## config.mk

```make
export PLATFORM = sky130hd
export DESIGN_NAME = gtc_queue
export DESIGN_NICKNAME = d
export VERILOG_FILES = /design/src/hdl/gtc_pkg.sv /design/src/hdl/gtc_queue.sv
export SDC_FILE = /design/constraint.sdc
export NUM_CORES = 1
export LEC_CHECK = 0
export BUFFER_PORTS_ARGS = -buffer_cell sky130_fd_sc_hd__buf_2
export CAP_MARGIN = 20
export CELL_PAD_IN_SITES_DETAIL_PLACEMENT = 1
export CELL_PAD_IN_SITES_GLOBAL_PLACEMENT = 1
export CORE_ASPECT_RATIO = 1.75
export CORE_MARGIN = 5
export CORE_UTILIZATION = 50
export CTS_BUF_LIST = sky130_fd_sc_hd__clkbuf_8
export CTS_CLUSTER_SIZE = 40
export DETAILED_ROUTE_END_ITERATION = 6
export PLACE_DENSITY_LB_ADDON = 0.12
export REMOVE_ABC_BUFFERS = 1
export SYNTH_ARGS = -nofsm -noshare
export SYNTH_HDL_FRONTEND = slang
export SYNTH_SLANG_ARGS = --single-unit
```

## constraint.sdc

```tcl
create_clock -name clk -period 4.8 [get_ports clk]
set_input_delay 0.72 -clock clk [delete_from_list [all_inputs] [get_ports clk]]
set_output_delay 0.72 -clock clk [all_outputs]
set_load 0.02 [all_outputs]
```

## src/hdl/gtc_pkg.sv

```systemverilog
// Shared types, widths and constants for the geographic to Cartesian converter.
// No dependencies; imported by every module of the block.
`default_nettype none

package gtc_pkg;

    // Stream field widths
    localparam int LON_W       = 25;
    localparam int LAT_W       = 24;
    localparam int RADIUS_W    = 32;
    localparam int COORD_W     = 33;
    localparam int IN_TDATA_W  = 88;
    localparam int OUT_TDATA_W = 104;

    // Internal angle is degrees with 24 fraction bits
    localparam int ANGLE_FRAC = 24;
    localparam int ANGLE_W    = 32;
    // CORDIC datapath, sin/cos in Q2.30
    localparam int ROT_W      = 33;
    localparam int TRIG_W     = 32;
    localparam int TRIG_FRAC  = 30;

    localparam int CORDIC_ITERATIONS_DEF = 24;
    localparam int FRACTION_BITS_DEF     = 16;
    localparam int QUEUE_DEPTH           = 4;

    localparam int LANES    = 2;
    localparam int LANE_LON = 0;
    localparam int LANE_LAT = 1;

    // Reciprocal of the converged CORDIC gain in Q2.30
    localparam logic signed [ROT_W-1:0] CORDIC_GAIN = 33'sd652032874;

    // atan(2^-i) in degrees, 24 fraction bits
    localparam logic [31:0] ATAN_DEG_Q24 [32] = '{
        32'd754974720, 32'd445687602, 32'd235489088, 32'd119537938,
        32'd60000934,  32'd30029717,  32'd15018523,  32'd7509720,
        32'd3754917,   32'd1877466,   32'd938734,    32'd469367,
        32'd234684,    32'd117342,    32'd58671,     32'd29335,
        32'd14668,     32'd7334,      32'd3667,      32'd1833,
        32'd917,       32'd458,       32'd229,       32'd115,
        32'd57,        32'd29,        32'd14,        32'd7,
        32'd4,         32'd2,         32'd1,         32'd0
    };

    // One angle after range folding: within +-90 degrees, plus a flag that
    // negates both sine and cosine.
    typedef struct packed {
        logic                      neg;
        logic signed [ANGLE_W-1:0] angle;
    } lane_t;

    typedef struct packed {
        lane_t                lon;
        lane_t                lat;
        logic [RADIUS_W-1:0]  radius;
    } item_t;

    // Number of conditional subtract steps needed to bring any 25-bit input
    // angle into one turn, for a given number of input fraction bits.
    function automatic int wrap_steps(input int frac);
        int s;
        s = 0;
        for (int k = 0; k < 32; k++) begin
            if ((longint'(360) << (frac + s)) < (longint'(1) << 24)) begin
                s = s + 1;
            end
        end
        return s;
    endfunction

endpackage

`default_nettype wire

```

## src/hdl/gtc_queue.sv

```systemverilog
// Short FIFO between the front end and the CORDIC back end.
// Depends on gtc_pkg for the queued item type.
`default_nettype none

module gtc_queue
    import gtc_pkg::*;
#(
    parameter int DEPTH = QUEUE_DEPTH
)
(
    input  wire logic  clk,
    input  wire logic  rst_n,
    input  wire logic  push_valid,
    output logic       push_ready,
    input  wire item_t push_item,
    output logic       pop_valid,
    input  wire logic  pop_ready,
    output item_t      pop_item
);

    localparam int PTR_W = (DEPTH > 1) ? $clog2(DEPTH) : 1;
    localparam int CNT_W = $clog2(DEPTH + 1);

    item_t            slot_reg [DEPTH];
    logic [PTR_W-1:0] wr_ptr_reg, wr_ptr_next;
    logic [PTR_W-1:0] rd_ptr_reg, rd_ptr_next;
    logic [CNT_W-1:0] count_reg, count_next;
    logic             do_push;
    logic             do_pop;

    assign push_ready = (count_reg != CNT_W'(DEPTH));
    assign pop_valid  = (count_reg != '0);
    assign pop_item   = slot_reg[rd_ptr_reg];
    assign do_push    = push_valid && push_ready;
    assign do_pop     = pop_valid && pop_ready;

    always_comb begin
        wr_ptr_next = wr_ptr_reg;
        rd_ptr_next = rd_ptr_reg;
        count_next  = count_reg;
        if (do_push) begin
            wr_ptr_next = (wr_ptr_reg == PTR_W'(DEPTH - 1)) ? '0 : wr_ptr_reg + 1'b1;
        end
        if (do_pop) begin
            rd_ptr_next = (rd_ptr_reg == PTR_W'(DEPTH - 1)) ? '0 : rd_ptr_reg + 1'b1;
        end
        if (do_push && !do_pop) begin
            count_next = count_reg + 1'b1;
        end
        else if (do_pop && !do_push) begin
            count_next = count_reg - 1'b1;
        end
    end

    always_ff @(posedge clk or negedge rst_n) begin
        if (!rst_n) begin
            wr_ptr_reg <= '0;
            rd_ptr_reg <= '0;
            count_reg  <= '0;
        end
        else begin
            wr_ptr_reg <= wr_ptr_next;
            rd_ptr_reg <= rd_ptr_next;
            count_reg  <= count_next;
        end
    end

    always_ff @(posedge clk) begin
        if (do_push) begin
            slot_reg[wr_ptr_reg] <= push_item;
        end
    end

endmodule

`default_nettype wire

```

==> flow_summary.toml <==
[sta]
rsz0062_at_grt = "false"
hold_violations = 0
clock.fmax_mhz = 291.6
hold_ws_ns = 0.3310
setup_violations = 0
slew_headroom_pct = 35.49
tightest_slew_ns = 0.9676
slew_viol_final = 0
period_needed_ns = 3.429
fin_crit_sh_pct = 71.43
fin_skew_ns = 0.01895

[die]
die_area_mm2 = 0.03301
io_pins = 202
start_util_pct = 50.29
die_w_um = 139.5
die_h_um = 236.6
rows = 83
core_mm2 = 0.02918

[clock_network]
cts_buffers = 55
cts.sinks = 399
cts.clk_slew.worst_paths_ns = 0.06
cts.htree.levels = 2
cts_tree = "built"
clk_latency_ns = 0.60
cts.path.max_buffers = 3
cts-root-buf = "clkbuf_8"
post_cts_buffers = 0

[setup_path]
crit_chain = "buf_4 -> mux4_2 -> buf_2"
path_class = "flop to primary output"
r2r_start = "count_reg[0]$_DFFE_PN0P_"
cp.arrival_ns = 2.71
cp_data_required_time_ns = 4.08
r2r_setup_slack_ns = 2.29
reg2reg_to = "slot_reg[2][68]$_DFFE_PP_"
rr_worst_depth = 4
critical_path_buf_inv_count = 2
endpoint = "pop_item[42]"
cp_max_fo = 55
setup.worst_path.start = "rd_ptr_reg[1]$_DFFE_PN0P_"
cp_slowest_cell = "dfrtp_4"
crit_cells = 3
critPathMaxStageDelay_ns = 0.98
endpoint_kind = "primary output"
start_kind = "flop"
crit_family = "flip-flops"

[finish]
nNetsFinal = 903
largest_register_ff_count = 392
instances_no_fill = 1223
area_growth_pct = 16.63
final_common_cell = "edfxtp_1"
final_cell_mix = "edfxtp_1, buf_2, mux4_2"
fillerInstances = 2517
drive_above_1_share_pct = 46.90

[synthesis]
synth_top_area_cell = "edfxtp_1"
ys_seq_area_share_pct = 81.40
avgSynthCellArea_um2 = 26.73
syn_area_mm2 = 0.01468
ys_ff_latch = 399
ys_top_cells_by_area = "edfxtp_1, mux4_2, buf_12"
synth.distinct_cells = 19
ys_warn_count = 0
synth_cells = 549
synth_top_area_share_pct = 80.20

[power]
p_leak_nw = 5.882
max-vdd-ir-drop_v = 0.0005771
combPwrFrac_pct = 31.4
seqPwrFrac_pct = 45.5
p_sw_share_pct = 32.81
power_density_mw_per_mm2 = 634.2
internal-power_mw = 7.294
p_sw_mw = 3.562
clkPwrFrac_pct = 23.1

[drt]
drc_errors = 0
routed_via_density = 5.379
dr.pass1.iters = 4
drt-initial-drc-count = 330
vias = 6579
wire_per_inst_um = 24.24
routed_wirelength_um = 29650
antenna_left = 0

[place]
port_buffers = 201
dp.cells = 1118
place.gp.congestion = 0.6976
dp_hpwl_um = 18450

[status]
status = "completed"

[global_routing]
grt_use_total_pct = 18.37
globalRoute.totalOverflow = 0
grt_pass1_vias = 7603
antenna_found_initial = 4
grt_pass1_wl_um = 45920
grt_max_degree = 59

[min_path]
hold_class = "input port to flop"

[flow_run]
maxCapViolCount = 0
==> power by group through the flow <==
stage	clock network, mW	logic, mW	registers (mW)
floorplan	0	2.25	5.12
global placement	0	3.47	4.96
detailed placement	0	3.51	5.03
CTS	2.59	3.52	4.96
global route	2.76	3.65	5.01
finish	2.51	3.41	4.94
==> layer usage <==
metal	track usage (%)	share of wire [%]	vias up
li1	-	-	2870
met5	0	0.037	-
met2	33.02	56	190
met4	6.024	2.3	2
met3	4.263	5.3	48
met1	21.78	36	3469
==> synthesized netlist by cell type (all sizes together) <==
master / instances
nand2: 2
and2: 4
ha: 6
xor2: 2
dfrtp: 7
fa: 1
or3: 1
mux2: 5
xnor2: 1
buf: 22
edfxtp: 392
a21boi: 1
inv: 3
nor2: 4
mux4: 98
==> metrics by stage <==
step	worst slack, ns	setup TNS (ns)	instance area [um^2]	util [%]	power, mW
3_3_place_gp	1.926	0	16040	54.95	8.433
5_1_grt	1.189	0	17110	58.64	11.41
3_5_place_dp	1.906	0	16040	54.95	8.541
2_1_floorplan	-0.5063	-49.65	14410	-	7.371
4_1_cts	1.236	0	17110	58.63	11.07
6_report	1.371	0	17120	58.66	10.86
==> how the worst min path moves through the flow <==
| stage | start | end | slack [ns] | cells past startpoint |
|---|---|---|---|---|
| finish | push_item[79] | slot_reg[2][79]$_DFFE_PP_ | 0.33 | 1 |
| global route | push_item[81] | slot_reg[2][81]$_DFFE_PP_ | 0.28 | 1 |
| CTS | push_item[79] | slot_reg[2][79]$_DFFE_PP_ | 0.27 | 1 |
| detailed placement | count_reg[2]$_DFFE_PN0P_ | count_reg[2]$_DFFE_PN0P_ | 0.56 | 1 |
| global placement | count_reg[2]$_DFFE_PN0P_ | count_reg[2]$_DFFE_PN0P_ | 0.52 | 1 |
| floorplan | rst_n | count_reg[0]$_DFFE_PN0P_ | 0.42 | 0 |
==> cell type report <==
cell class / instances / area, um^2 / area share (%)
clock inverters: 43 / 265.3 / 1.550
repair buffers: 210 / 1139 / 6.652
flip-flops and latches: 399 / 11950 / 69.83
multi-input cells: 125 / 2465 / 14.40
diodes: 3 / 7.507 / 0.04386
clock buffers: 58 / 798.3 / 4.663
well taps: 382 / 478.0 / 2.792
inverters: 3 / 11.26 / 0.06578
==> cell families (layout without fill, tap and decap cells) <==
kind of cell	after synthesis	count (layout)	synth area share (%)
flops	399	399	81.40
mux	103	103	15.42
buf+inv	25	314	1.876
simple gates	11	11	0.4006
fa+ha+maj	7	7	0.6479
xor+xnor	3	3	0.1791
compound gates	1	1	0.07672
other cells	0	3	0
==> timing repair <==
| item | CTS | global route |
|---|---|---|
| resized for setup | 0 | 0 |
| endpoints found under the hold margin | 7 | 0 |
| hold buffers | 1 | 0 |
(Power assumes the default switching activity.)
