--- src/hdl/gtc_pkg.sv ---
// Shared types, widths and constants for the geographic to Cartesian converter.
// No dependencies; imported by every module of the block.
`default_nettype none

package gtc_pkg;

    // Stream field widths
    localparam int LON_W       = 25;
    localparam int LAT_W       = 24;
    localparam int RADIUS_W    = 32;
    localparam int COORD_W     = 33;
    localparam int IN_TDATA_W  = 88;
    localparam int OUT_TDATA_W = 104;

    // Internal angle is degrees with 24 fraction bits
    localparam int ANGLE_FRAC = 24;
    localparam int ANGLE_W    = 32;
    // CORDIC datapath, sin/cos in Q2.30
    localparam int ROT_W      = 33;
    localparam int TRIG_W     = 32;
    localparam int TRIG_FRAC  = 30;

    localparam int CORDIC_ITERATIONS_DEF = 24;
    localparam int FRACTION_BITS_DEF     = 16;
    localparam int QUEUE_DEPTH           = 4;

    localparam int LANES    = 2;
    localparam int LANE_LON = 0;
    localparam int LANE_LAT = 1;

    // Reciprocal of the converged CORDIC gain in Q2.30
    localparam logic signed [ROT_W-1:0] CORDIC_GAIN = 33'sd652032874;

    // atan(2^-i) in degrees, 24 fraction bits
    localparam logic [31:0] ATAN_DEG_Q24 [32] = '{
        32'd754974720, 32'd445687602, 32'd235489088, 32'd119537938,
        32'd60000934,  32'd30029717,  32'd15018523,  32'd7509720,
        32'd3754917,   32'd1877466,   32'd938734,    32'd469367,
        32'd234684,    32'd117342,    32'd58671,     32'd29335,
        32'd14668,     32'd7334,      32'd3667,      32'd1833,
        32'd917,       32'd458,       32'd229,       32'd115,
        32'd57,        32'd29,        32'd14,        32'd7,
        32'd4,         32'd2,         32'd1,         32'd0
    };

    // One angle after range folding: within +-90 degrees, plus a flag that
    // negates both sine and cosine.
    typedef struct packed {
        logic                      neg;
        logic signed [ANGLE_W-1:0] angle;
    } lane_t;

    typedef struct packed {
        lane_t                lon;
        lane_t                lat;
        logic [RADIUS_W-1:0]  radius;
    } item_t;

    // Number of conditional subtract steps needed to bring any 25-bit input
    // angle into one turn, for a given number of input fraction bits.
    function automatic int wrap_steps(input int frac);
        int s;
        s = 0;
        for (int k = 0; k < 32; k++) begin
            if ((longint'(360) << (frac + s)) < (longint'(1) << 24)) begin
                s = s + 1;
            end
        end
        return s;
    endfunction

endpackage

`default_nettype wire

--- src/hdl/gtc_front.sv ---
// Front end: takes input transactions, reduces both angles to one turn and
// folds them into +-90 degrees. Depends on gtc_pkg.
`default_nettype none

module gtc_front
    import gtc_pkg::*;
#(
    parameter int FRACTION_BITS = FRACTION_BITS_DEF
)
(
    input  wire logic                  s_tvalid,
    output logic                       s_tready,
    // longitude_deg[24:0], latitude_deg[48:25], radius[80:49], zero pad
    input  wire logic [IN_TDATA_W-1:0] s_tdata,
    output logic                       push_valid,
    input  wire logic                  push_ready,
    output item_t                      push_item
);

    localparam int RED_W     = (FRACTION_BITS + 11 > 27) ? FRACTION_BITS + 11 : 27;
    localparam int RED_STEPS = wrap_steps(FRACTION_BITS);
    localparam int ANG_SHIFT = ANGLE_FRAC - FRACTION_BITS;

    localparam logic signed [RED_W-1:0] MOD_DEG     = RED_W'(longint'(360) << FRACTION_BITS);
    localparam logic signed [RED_W-1:0] HALF_DEG    = RED_W'(longint'(180) << FRACTION_BITS);
    localparam logic signed [RED_W-1:0] QUARTER_DEG = RED_W'(longint'(90) << FRACTION_BITS);
    // multiple of one turn that is at least 2^24, lifts any negative input
    localparam logic signed [RED_W-1:0] LIFT_DEG    =
        RED_W'(longint'(360) << (FRACTION_BITS + RED_STEPS));

    function automatic lane_t fold_angle(input logic signed [RED_W-1:0] a);
        logic signed [RED_W-1:0]   v;
        logic signed [ANGLE_W-1:0] t;
        lane_t                     res;
        v = a;
        if (a < 0) begin
            v = a + LIFT_DEG;
        end
        // v is now in [0, 360 << (frac + steps)); restoring reduction
        for (int j = RED_STEPS - 1; j >= 0; j--) begin
            if (v >= (MOD_DEG <<< j)) begin
                v = v - (MOD_DEG <<< j);
            end
        end
        if (v >= HALF_DEG) begin
            v = v - MOD_DEG;
        end
        res.neg = 1'b0;
        if (v > QUARTER_DEG) begin
            v       = v - HALF_DEG;
            res.neg = 1'b1;
        end
        else if (v < -QUARTER_DEG) begin
            v       = v + HALF_DEG;
            res.neg = 1'b1;
        end
        t         = ANGLE_W'(v);
        res.angle = t <<< ANG_SHIFT;
        return res;
    endfunction

    logic signed [RED_W-1:0] lon_in;
    logic signed [RED_W-1:0] lat_in;

    assign lon_in = RED_W'($signed(s_tdata[LON_W-1:0]));
    assign lat_in = RED_W'($signed(s_tdata[LON_W+LAT_W-1:LON_W]));

    assign push_valid       = s_tvalid;
    assign s_tready         = push_ready;
    assign push_item.lon    = fold_angle(lon_in);
    assign push_item.lat    = fold_angle(lat_in);
    assign push_item.radius = s_tdata[LON_W+LAT_W+RADIUS_W-1:LON_W+LAT_W];

endmodule

`default_nettype wire

--- config.mk ---
export PLATFORM = sky130hd
export DESIGN_NAME = gtc_front
export DESIGN_NICKNAME = d
export VERILOG_FILES = /design/src/hdl/gtc_pkg.sv /design/src/hdl/gtc_front.sv
export SDC_FILE = /design/constraint.sdc
export NUM_CORES = 1
export LEC_CHECK = 0
export BUFFER_PORTS_ARGS = -buffer_cell sky130_fd_sc_hd__buf_4
export CORE_AREA = 2 2 73 75
export DETAILED_ROUTE_END_ITERATION = 7
export DIE_AREA = 0 0 75 77
export GPL_TIMING_DRIVEN = 0
export PLACE_DENSITY_LB_ADDON = 0.2
export RECOVER_POWER = 100
export SETUP_SLACK_MARGIN = 0.1
export SYNTH_ARGS = -nofsm -noshare
export SYNTH_HDL_FRONTEND = slang
export SYNTH_SLANG_ARGS = --single-unit
export TNS_END_PERCENT = 1
--- constraint.sdc ---
create_clock -name vclk -period 5.8
set_clock_uncertainty 0.2 [all_clocks]
set_input_delay 0.58 -clock vclk [all_inputs]
set_output_delay 0.58 -clock vclk [all_outputs]
set_load 0.1 [all_outputs]
==> results.md, run 1 <==
* Final Wtd Congestion at 0.879
* Synth cell types at 62
* WL met2 at 2870 um
* Floorplan core area at 0.00498 sq mm
* First-pass detailed-route iteration total at 4
* Cell type with the highest aggregate area in the netlist: buf_4
* Worst setup EP type: output pin
* Worst hold stages at 4
* Number of sequential storage elements at 0
* Number of I/O port buffers at 132
* DR WL met3 at 653 um
* Sequential-to-total area share from yosys stat at 0%
* Fin crit period at 5.09 ns
* Largest incremental delay on the critical path at 0.88 ns
* Die X-Extent at 75 um
* Post-cts resize count at 0
* Max layer used: met4
* Top-count cell post-synth: buf_4
* Largest vdd supply drop at 475 uV
* Maximum number of pins on one net before global-route repair at 11
* Number of buffers added for setup after CTS at 0
* Data arrival time of the critical path at 4.31 ns
* Critical path, cell by cell: buf_4 > ha_1 > mux2i_1 > inv_1 > ha_1 > a21oi_1 > nor4b_4 > a211oi_1 > a221o_1 > o2111ai_1 > a21oi_1 > nor2_1 > xor2_1 > clkbuf_1
* Critical path depth at 14
* End point of the most critical hold path: push_item[58]
* Routed via count at 2286
* Antenna violations before repair at 0
* Class of the most critical setup path: in2out
* Global-route wire length before repair at 8760 um
* I/O pins at 190
* Number of hold violations in the final report at 0
* Final Routed Wirelength at 5830 um
* Critical path fanouts, max at 7
* Required time reported for the critical path endpoint at 5.02 ns
* Most numerous cell types in the synthesized netlist: buf_4, nand2_1, o21ai_0, nor2_1, inv_1
* DRC violations left at 0
* Instance count after placement with tap cells included at 501
* Classification of the worst-slack hold path: in2out
* Final period utilization at 87.7%
* Non-filler cells in the finished layout at 501
* Total standard cell area after synthesis at 0.00204 sq mm
* Global routing usage summed across all routing layers at 18.0%
* Slowest-stage cell, CP: clkbuf_1
* Detailed placement HPWL at 5220 um
* Final layout net count at 534
* Summed negative setup slack over all endpoints at 0 ns
* Ant diodes at 0
* Height of the chip at 77 um
* Count of synthesis-stage warnings from yosys at 0
* Area added between synthesis and finish at 40.9%
* Worst slew slack as a fraction of its limit at 18.5%
* Storage cell area at 0 sq um
* Initial standard-cell utilization of the core at 41.0%
* Post-DRT Antenna Nets at 0
* Pwr dens at 302 mW/mm^2
* End-of-flow core utilization at 57.7%
* Gate Count Post-Synth at 284
* Share of Yosys cell area claimed by the top area cell type at 31.7%
* Wire length on met1 at 2240 um
* Actual slew at the worst max-slew pin at 1.23 ns
* Number of hold-repair buffers added at the cts stage at 0
* Starting DRC count in detailed routing at 47
* Share of final-layout standard cells stronger than drive strength 1 at 39.0%
* Total leakage power at 1.44 nW
* Global-route congestion overflow total at 0
* Mean area per synthesized cell at 7.18 sq um
* Max-slew violation count at 0
* Kind of launch point of the worst setup path: input pin
* Setup violators final at 0
* Number of global-route vias before repair at 2046
* Max-cap viol count at 0
* Total Die Area at 0.00578 sq mm
* Avg WL per Cell at 11.6 um
* Avg Vias per Cell at 4.56
* Upper clock frequency limit at 197 MHz
* Unrepaired setup endpoints after global routing: no
* Run status: complete, no violations
* Clock buffers at 0
* Critical path buffer and inverter count at 3
* Cell types with the largest area share after synthesis: buf_4, ha_1, xnor2_1
* Number of placement rows at 26
* Hold Startpoint: s_tdata[43]
* Gate family responsible for the most delay along the worst path: compound AO/OA/AOI/OAI gates
area by class of cell:
type / count / area, sq um
buffer: 91 / 682
inverter: 15 / 57.6
fill: 579 / 2100
timing repair buffer: 132 / 697
tap: 70 / 87.6
multi-input combinational: 193 / 1350
logic make-up after synthesis:
kind of cell,after synthesis,share of synthesized area (%)
AO/OA/AOI/OAI,67,23.8
other,1,0.184
multiplexers,8,4.05
buffers and inverters,106,36.3
adder cells (fa/ha/maj),11,6.75
AND/OR/NAND/NOR,71,20.4
XOR/XNOR,20,8.59
per-stage QoR:
step                      area (sq um)  hold slack (ns)  total power, mW  setup WS, ns
final                             2870             1.52            0.867         0.712
after CTS                         3170             1.29            0.915          1.06
after global placement            3170             1.29            0.909          1.08
after global routing              2870             1.56            0.906         0.377
after floorplan                   2090             1.17            0.747         0.187
after detailed placement          3170             1.29            0.913          1.08
where the power goes:
part | internal, mW | leakage (nW) | total (mW) | switching [mW]
Clock | 0 | 0 | 0 | 0
Sequential | 0 | 0 | 0 | 0
Combinational | 0.179 | 1.44 | 0.867 | 0.688
cells in the final DEF (no fill, tap or decap), drive strengths merged, types with 2 or more instances in the layout:
cell     netlist  layout
mux2           2       2
nor2b          5       5
xnor2         12      12
o21ai         16      16
a211oi         2       2
nor4           6       6
buf           87     138
clkbuf         4      85
a22oi          2       2
conb           1      16
o211ai         3       3
o221a          3       3
nand2b         3       3
xor2           8       8
and4           2       2
nor2          17      17
nor3           2       2
inv           14      14
a21oi         12      12
a221o          2       2
or2            3       3
nand4          2       2
a21o           5       5
a2bb2oi        2       2
ha            11      11
a31oi          3       3
nand2         21      21
o22ai          3       3
mux2i          6       6
or4            3       3
nand3          2       2
layer usage:
layer / track usage, % / up-vias
met5: 0 / -
met4: 1.96 / 0
met3: 3.42 / 6
met2: 34.2 / 108
met1: 20.7 / 977
li1: - / 1195
how the worst max path moves through the flow:
| stage | startpoint | end |
|---|---|---|
| final | s_tdata[19] | push_item[93] |
| after global routing | s_tdata[19] | push_item[93] |
| after CTS | s_tdata[48] | push_item[63] |
| after detailed placement | s_tdata[48] | push_item[63] |
| after global placement | s_tdata[19] | push_item[95] |
| after floorplan | s_tdata[44] | push_item[58] |
Note: power is estimated with default switching activity, not from simulation.
==> run 2, diff against run 1 <==
--- a/config.mk
+++ b/config.mk
@@ -6,9 +6,9 @@
 export NUM_CORES = 1
 export LEC_CHECK = 0
 export BUFFER_PORTS_ARGS = -buffer_cell sky130_fd_sc_hd__buf_4
-export CORE_AREA = 2 2 73 75
+export CORE_MARGIN = 5
+export CORE_UTILIZATION = 42
 export DETAILED_ROUTE_END_ITERATION = 7
-export DIE_AREA = 0 0 75 77
 export GPL_TIMING_DRIVEN = 0
 export PLACE_DENSITY_LB_ADDON = 0.2
 export RECOVER_POWER = 100
==> run 2 against run 1 <==
Worst hold slack improved by 0.030 ns. Non-clock buffer count unchanged. Critical path type unchanged. Largest cell class unchanged. First-iteration DRC count increased by 55%. Via count about the same. Global-route usage increased by 0.12 points. Die area increased by 9.9%. Combinational power increased by 0.6%. Critical path depth unchanged. Sequential share of layout area unchanged. Core utilization increased by 3.1 points. Total power increased by 0.57%.
==> results.md, run 2 (synthesis gave the netlist of run 1 again) <==
* Largest vdd supply drop at 361 uV (-24%)
* Fin crit period at 5.14 ns (+0.0550 ns)
* I/O pins at 190 (unchanged)
* Final period utilization at 88.7% (+0.95 points)
* Detailed placement HPWL at 5690 um (+9.0%)
* Max-slew violation count at 0 (unchanged)
* Area added between synthesis and finish at 41.0% (about the same)
* Worst slew slack as a fraction of its limit at 18.4% (-0.15 points)
* Worst setup EP type: output pin
* Post-cts resize count at 0 (unchanged)
* Global routing usage summed across all routing layers at 18.1% (+0.12 points)
* Pre-CTS WS at 1.10 ns (+0.0189 ns)
* Number of global-route vias before repair at 2183 (+6.7%)
* Actual slew at the worst max-slew pin at 1.23 ns (+0.00223 ns)
* Final layout net count at 534 (unchanged)
* First-pass detailed-route iteration total at 4 (unchanged)
* Required time reported for the critical path endpoint at 5.02 ns (about the same)
* Global-route wire length before repair at 9720 um (+11%)
* Final Wtd Congestion at 0.884 (+0.66%)
* Clock buffers at 0 (unchanged)
* Maximum number of pins on one net before global-route repair at 11 (unchanged)
* Largest incremental delay on the critical path at 0.88 ns (about the same)
* Number of I/O port buffers at 132 (unchanged)
* Classification of the worst-slack hold path: in2out
* Psw at 0.692 mW (+0.59%)
* Post-layout worst setup margin at 0.657 ns (-0.0550 ns)
* Upper clock frequency limit at 194 MHz (-1.1%)
* Class of the most critical setup path: in2out
* Storage cell area at 0 sq um (unchanged)
* Gate family responsible for the most delay along the worst path: buffers and inverters
* Antenna violations before repair at 0 (unchanged)
* Cell repeated most along the worst path: a221o_1
* Unrepaired setup endpoints after global routing: no
* DRC violations left at 0 (unchanged)
* Logic pwr share at 100.0% (about the same)
* Net Sw Frac at 79.4% (about the same)
* Floorplan core area at 0.00472 sq mm (-5.1%)
* Commonest non-fill, non-tap cells in the layout: buf_4, clkbuf_1, nand2_1
* Number of hold violations in the final report at 0 (unchanged)
* Clk pwr share at 0% (unchanged)
* Initial standard-cell utilization of the core at 43.2% (+2.2 points)
* Height of the chip at 79.7 um (+3.5%)
* Die X-Extent at 79.7 um (+6.2%)
* Most common cell after layout, fill and taps aside: buf_4
* Fin Hold WS at 1.55 ns (+0.0305 ns)
* Critical path, cell by cell: buf_4 > buf_6 > xor2_1 > inv_1 > ha_1 > a21oi_1 > nor4b_4 > a211oi_1 > a221o_1 > o2111ai_2 > nand2_1 > nor2_2 > a221o_1 > clkbuf_1
* Critical path buffer and inverter count at 4 (+1)
* Final Routed Wirelength at 6310 um (+8.2%)
* Slowest-stage cell, CP: clkbuf_1
* Share of final-layout standard cells stronger than drive strength 1 at 38.1% (-0.93 points)
* Critical path fanouts, max at 10 (+3)
* Avg Vias per Cell at 4.59 (+0.65%)
* Avg WL per Cell at 12.7 um (+8.9%)
* Run status: complete, no violations
* Number of sequential storage elements at 0 (unchanged)
* Setup violators final at 0 (unchanged)
* Number of placement rows at 25 (-3.8%)
* Data arrival time of the critical path at 4.36 ns (+0.05 ns)
* Kind of launch point of the worst setup path: input pin
* Number of hold-repair buffers added at the cts stage at 0 (unchanged)
* Starting DRC count in detailed routing at 73 (+55%)
* Summed negative setup slack over all endpoints at 0 ns (unchanged)
* Global-route congestion overflow total at 0 (unchanged)
* Overall Power at 0.872 mW (+0.57%)
* Pwr dens at 303 mW/mm^2 (+0.53%)
* Max-cap viol count at 0 (unchanged)
* Number of buffers added for setup after CTS at 0 (unchanged)
* Post-DRT Antenna Nets at 0 (unchanged)
* Total Die Area at 0.00635 sq mm (+9.9%)
* Routed via count at 2287 (+0.044%)
* Reg power frac at 0% (unchanged)
* Ant diodes at 0 (unchanged)
* Count of fill cells added during filler insertion at 521 (-10%)
* Total leakage power at 1.43 nW (-0.90%)
* Internal power component at 0.180 mW (+0.51%)
## run 2: cell types whose count changed in the layout (fill, tap and decap cells not counted), sizes merged
cell	before	now
buf	138	140
clkbuf	85	83
## run 2: per-layer routing
metal	vias up	global-route usage (%)	part of all wire, %
li1	1193	-	-
met1	974	21.2	39
met2	114	35.6	50
met3	6	2.60	9.4
met4	0	1.55	0.92
met5	-	0	0
## run 2: power by group through the flow
stage | sequential, mW | combinational [mW] | clock, mW
after global placement | 0 | 0.914 | 0
after detailed placement | 0 | 0.918 | 0
final | 0 | 0.872 | 0
after CTS | 0 | 0.920 | 0
after global routing | 0 | 0.911 | 0
after floorplan | 0 | 0.747 | 0
## run 2: worst paths after layout
| path | start | to | slack [ns] | cells past startpoint |
|---|---|---|---|---|
| worst max-delay path | s_tdata[24] | push_item[92] | 0.66 | 14 |
| worst min-delay path | s_tdata[69] | push_item[20] | 1.55 | 2 |
## run 2: stage by stage
| stage | std cells | instance area, sq um | utilization, % |
|---|---|---|---|
| finish | 498 | 2870 | 60.8 |
| global route | 498 | 2870 | 60.8 |
| CTS | 498 | 3170 | 67.1 |
| detailed placement | 498 | 3170 | 67.1 |
| global placement | 498 | 3170 | 67.1 |
| floorplan | 299 | 2090 | - |
## run 2: final cells by class
cell class / instances / area (sq um) / share of cell area, %
plain buffers: 91 / 682 / 23.7
inverters: 15 / 57.6 / 2.00
multi-input cells: 193 / 1360 / 47.1
well taps: 67 / 83.8 / 2.92
repair buffers: 132 / 696 / 24.2
